**src/rtl/rfsa_pkg.sv**
```systemverilog
// Shared types and constants of the radius falloff splat accumulator.
`timescale 1ns / 1ps
package rfsa_pkg;

  localparam int VERTEX_DEPTH_DEF = 4096;

  localparam logic [1:0] ACT_LOAD    = 2'd0;
  localparam logic [1:0] ACT_CLEAR   = 2'd1;
  localparam logic [1:0] ACT_CHANNEL = 2'd2;
  localparam logic [1:0] ACT_READ    = 2'd3;

  localparam logic [1:0] CFG_RADIUS       = 2'd0;
  localparam logic [1:0] CFG_USE_HBR      = 2'd1;
  localparam logic [1:0] CFG_VERTEX_COUNT = 2'd2;

  localparam logic [11:0] RADIUS_RESET = 12'd256;
  localparam logic [4:0]  SQRT_STEPS   = 5'd20;
  localparam logic [4:0]  DIV_STEPS    = 5'd27;

  typedef struct packed {
    logic capture;
    logic load_wr;
    logic ptr_clr;
    logic ptr_inc;
    logic clr_wr;
    logic rd_issue;
    logic out_load;
    logic fetch;
    logic square;
    logic sqrt_init;
    logic sqrt_step;
    logic div_init;
    logic div_step;
    logic mul;
    logic acc_wr;
  } dp_cmd_t;

  typedef struct packed {
    logic ptr_last;
    logic walk_none;
    logic walk_last;
    logic step_last;
    logic in_radius;
    logic out_free;
  } dp_sts_t;

endpackage

```
**src/rtl/rfsa_ctrl.sv**
```systemverilog
// Sequencer that steps the datapath through load, clear, channel walk and read.
`timescale 1ns / 1ps
module rfsa_ctrl (
  input  logic               clk,
  input  logic               rst_n,
  input  logic               in_valid,
  input  logic [1:0]         in_action,
  output logic               in_stall,
  input  rfsa_pkg::dp_sts_t  sts,
  output rfsa_pkg::dp_cmd_t  cmd
);

  localparam logic [3:0] S_CLR   = 4'd0;
  localparam logic [3:0] S_IDLE  = 4'd1;
  localparam logic [3:0] S_RD    = 4'd2;
  localparam logic [3:0] S_RDOUT = 4'd3;
  localparam logic [3:0] S_FETCH = 4'd4;
  localparam logic [3:0] S_SQ    = 4'd5;
  localparam logic [3:0] S_SUM   = 4'd6;
  localparam logic [3:0] S_SQRT  = 4'd7;
  localparam logic [3:0] S_CMP   = 4'd8;
  localparam logic [3:0] S_DIV   = 4'd9;
  localparam logic [3:0] S_MUL   = 4'd10;
  localparam logic [3:0] S_ACC   = 4'd11;
  localparam logic [3:0] S_NEXT  = 4'd12;

  logic [3:0] state_r;
  logic [3:0] state_nxt;

  assign in_stall = (state_r != S_IDLE);

  always_comb begin
    state_nxt = state_r;
    cmd       = '0;
    case (state_r)
      S_CLR: begin
        cmd.clr_wr = 1'b1;
        if (sts.ptr_last) state_nxt = S_IDLE;
      end
      S_IDLE: begin
        if (in_valid) begin
          cmd.capture = 1'b1;
          case (in_action)
            rfsa_pkg::ACT_LOAD: cmd.load_wr = 1'b1;
            rfsa_pkg::ACT_CLEAR: begin
              cmd.ptr_clr = 1'b1;
              state_nxt   = S_CLR;
            end
            rfsa_pkg::ACT_CHANNEL: begin
              cmd.ptr_clr = 1'b1;
              if (!sts.walk_none) state_nxt = S_FETCH;
            end
            default: state_nxt = S_RD;
          endcase
        end
      end
      S_RD: begin
        cmd.rd_issue = 1'b1;
        state_nxt    = S_RDOUT;
      end
      S_RDOUT: begin
        if (sts.out_free) begin
          cmd.out_load = 1'b1;
          state_nxt    = S_IDLE;
        end
      end
      S_FETCH: begin
        cmd.fetch = 1'b1;
        state_nxt = S_SQ;
      end
      S_SQ: begin
        cmd.square = 1'b1;
        state_nxt  = S_SUM;
      end
      S_SUM: begin
        cmd.sqrt_init = 1'b1;
        state_nxt     = S_SQRT;
      end
      S_SQRT: begin
        cmd.sqrt_step = 1'b1;
        if (sts.step_last) state_nxt = S_CMP;
      end
      S_CMP: begin
        if (sts.in_radius) begin
          cmd.div_init = 1'b1;
          state_nxt    = S_DIV;
        end else begin
          state_nxt = S_NEXT;
        end
      end
      S_DIV: begin
        cmd.div_step = 1'b1;
        if (sts.step_last) state_nxt = S_MUL;
      end
      S_MUL: begin
        cmd.mul   = 1'b1;
        state_nxt = S_ACC;
      end
      S_ACC: begin
        cmd.acc_wr = 1'b1;
        state_nxt  = S_NEXT;
      end
      S_NEXT: begin
        if (sts.walk_last) begin
          state_nxt = S_IDLE;
        end else begin
          cmd.ptr_inc = 1'b1;
          state_nxt   = S_FETCH;
        end
      end
      default: state_nxt = S_IDLE;
    endcase
  end

  always_ff @(posedge clk) begin
    if (!rst_n) begin
      state_r <= S_CLR;
    end else begin
      state_r <= state_nxt;
    end
  end

endmodule

```
**config.mk**
```make
export PLATFORM = sky130hd
export DESIGN_NAME = rfsa_ctrl
export DESIGN_NICKNAME = d
export VERILOG_FILES = /design/src/rtl/rfsa_pkg.sv /design/src/rtl/rfsa_ctrl.sv
export SDC_FILE = /design/constraint.sdc
export NUM_CORES = 1
export LEC_CHECK = 0
export ABC_AREA = 1
export BUFFER_PORTS_ARGS = -buffer_cell sky130_fd_sc_hd__buf_2
export CORE_MARGIN = 3
export CORE_UTILIZATION = 41
export DETAILED_ROUTE_END_ITERATION = 10
export GPL_TIMING_DRIVEN = 0
export PLACE_DENSITY = 0.8
export SLEW_MARGIN = 20
export SYNTH_ARGS = -nofsm -noshare
export SYNTH_HDL_FRONTEND = slang
export SYNTH_SLANG_ARGS = --single-unit
```
**constraint.sdc**
```tcl
create_clock -name clk -period 1.4 [get_ports clk]
set_input_delay 0.35 -clock clk [delete_from_list [all_inputs] [get_ports clk]]
set_output_delay 0.35 -clock clk [all_outputs]
set_load 0.02 [all_outputs]
```
==> flow_summary.ini <==
[critical_path]
cp_cell_sequence = inv_2, nand2_2, nor3_2, buf_4
ff2ff_path_depth = 9
worstPathRequired_ns = 1.05
worst-setup-path-type = reg2out
crit_buf_inv = 2
cp.arrival_ns = 1.20
path_max_fanout = 7
r2r-start = state_r[3]
start_kind = register
critPathMaxStageDelay_ns = 0.38
critPathTopFamily = flip-flops
rrSetupSlack_ns = 0
crit_path_end_kind = primary output
timing.rr.end = state_r[1]
crit_slowest_cell = dfxtp_4

[finish]
largest_reg_flops = 4
nFillCells = 72
syn2layout_area_growth_pct = 80.09
top_regs = state_r (4)
antenna_cells = 0
top_register = state_r
drive_gt1_frac = 0.5102
nets = 163
multi_input_area_sq_um = 485.5
regArea_sq_um = 95.09

[grt]
antenna_found_initial = 0
grt_usage = 0.2595
grt_pass1_wl_um = 3643
first_global_vias = 838
gr-total-overflow = 0
grt_max_degree = 8

[sta]
hold_slack_ns = 0.3543
hold_viol = 0
worst_pin_slew_ns = 0.2138
period_share = 1.110
slew_headroom = 0.8573
worst_clock_skew_ns = 0.002364
fmax_mhz = 643.3
rsz0062_at_grt = yes
fin_crit_ns = 1.554
setup_viol = 16
maxSlewViolCount = 0
fin_ws_ns = -0.1544

[floorplanning]
rows = 12
die_h_um = 42.94
initial_core_util = 0.4715
io_pins = 27
core_area_sq_mm = 0.001186
die_area_sq_mm = 0.001843
die_w_um = 42.94

[yosys]
synthTopCellsByArea = nand2_1, dfxtp_1, nor2_1
synth_warnings = 0
synth.top_cell.area_share = 0.1946
avgSynthCellArea_sq_um = 5.276
synthesis.area_sq_um = 559.3
synth_nets = 120
synth_seq_cells = 4
yosys.area.top_type = nand2_1
synthCells = 106
synth_cell_type_count = 19
ys_seq_area_frac = 0.1432

[clock_tree]
cts_tree = done
cts_hold_buffers = 0
cts_root_buffer = clkbuf_4
clock_latency_ns = 0.23
htreeDepth = 1
clockBufferDepth = 2
path_clk_slew_ns = 0.04
cts_buffers = 3
cts.sink_count = 4

[placed_design]
dp_slack_ns = -0.1095
numPortBuffers = 26
place.gp.congestion = 0.8453
hpwl_um = 1294

[worst_hold_path]
min_path_cells = 3
hold_start = rst_n
hp-class = in2reg
whs_endpoint = state_r[0]

[route]
dr.pass1.iters = 4
vias_per_cell = 5.571
routed-via-count = 897
drcViolationCount = 0
drt_wl_total_um = 2438
ant_nets = 0
drt_iter0_drc = 65
wl_per_cell_um = 15.14

[pwr]
ir_worst_vdd_uv = 610.2
leakage_uw = 0.0005550
power_density_mw_per_mm2 = 762.5

[run]
max_cap_violations = 0

[run_status]
status = complete, but fails checks
violations = negative setup slack
## metal layers
layer,vias to the layer above,track usage,part of all wire
li1,414,-,-
met1,406,0.2688,0.39
met2,61,0.4671,0.51
met3,16,0.05085,0.063
met4,0,0.1627,0.043
met5,-,0,0
## synthesized netlist by cell type (all sizes together)
cell,n
nand2,30
nor2,22
inv,21
nand3,9
a21oi,6
dfxtp,4
nor3,4
ha,3
o21ai,2
buf,1
nand3b,1
nand4,1
o211ai,1
o22ai,1
## metrics by stage
step	power (uW)	util	cell area (sq um)	std cells	setup TNS, ns
finish	768.0	0.8492	1007	161	-1.596
global route	815.1	0.8492	1007	161	-2.737
CTS	691.2	0.7700	913.4	158	-1.025
detailed placement	433.2	0.5960	706.9	146	-0.3299
global placement	425.1	0.5960	706.9	146	-0.1607
floorplan	353.3	-	559.3	106	-0.3050
## worst reg2reg max path, delay by kind of cell, from the launching register on
family / cells / cell delay, ns
flip-flops: 1 / 0.37
AND/OR/NAND/NOR: 5 / 0.50
buffers and inverters: 3 / 0.32
AO/OA/AOI/OAI: 1 / 0.14
## cells in the final DEF, fill, tap and decap left out, types with 3 or more instances in the layout
cell type and instances:
inv_1 14, clkbuf_4 3, nand3_1 8, inv_2 6, nor2_2 3, dfxtp_4 4
nand2_2 6, buf_2 10, nand2_1 23, buf_6 10, ha_1 3, a21oi_1 6
nor2_1 12, buf_4 19, nor2_4 7
## power by group
group / leakage, uW / total, uW / switching (uW) / internal, uW
sequential: 0.0000355 / 160 / 33.2 / 126
clock: 0.0000138 / 145 / 48.8 / 96.0
combinational: 0.000506 / 464 / 266 / 197
## cell type report
class,instances,area share
clock buffer,3,0.02236
inverter,21,0.08075
multi-input combinational,80,0.4820
sequential,4,0.09441
tap,14,0.01739
timing repair buffer,39,0.3031
## worst max path at each step
stage                 start  endpoint  cells past startpoint
2_1_floorplan    state_r[0]   cmd[12]                      4
3_3_place_gp   in_action[0]   cmd[12]                      6
3_5_place_dp   in_action[0]   cmd[12]                      6
4_1_cts          state_r[1]    cmd[3]                      7
5_1_grt          state_r[3]   cmd[13]                      4
6_report         state_r[2]    cmd[8]                      4
## kinds of logic (layout without fill, tap and decap cells)
family,after synthesis,count (layout),synth area share
buffers and inverters,22,63,0.1611
AOI/OAI and AO/OA,10,10,0.09619
adders and majority gates,3,3,0.06712
and+or+nand+nor,67,67,0.5324
DFF,4,4,0.1432
## timing repair
item | in CTS | in global routing
gates resized for setup | 37 | 26
hold endpoints to repair | 0 | 0
pin swaps | 5 | 7
endpoints found under the setup margin | 16 | 19
setup buffers | 9 | 4
Power figures use the tool's default switching activity.
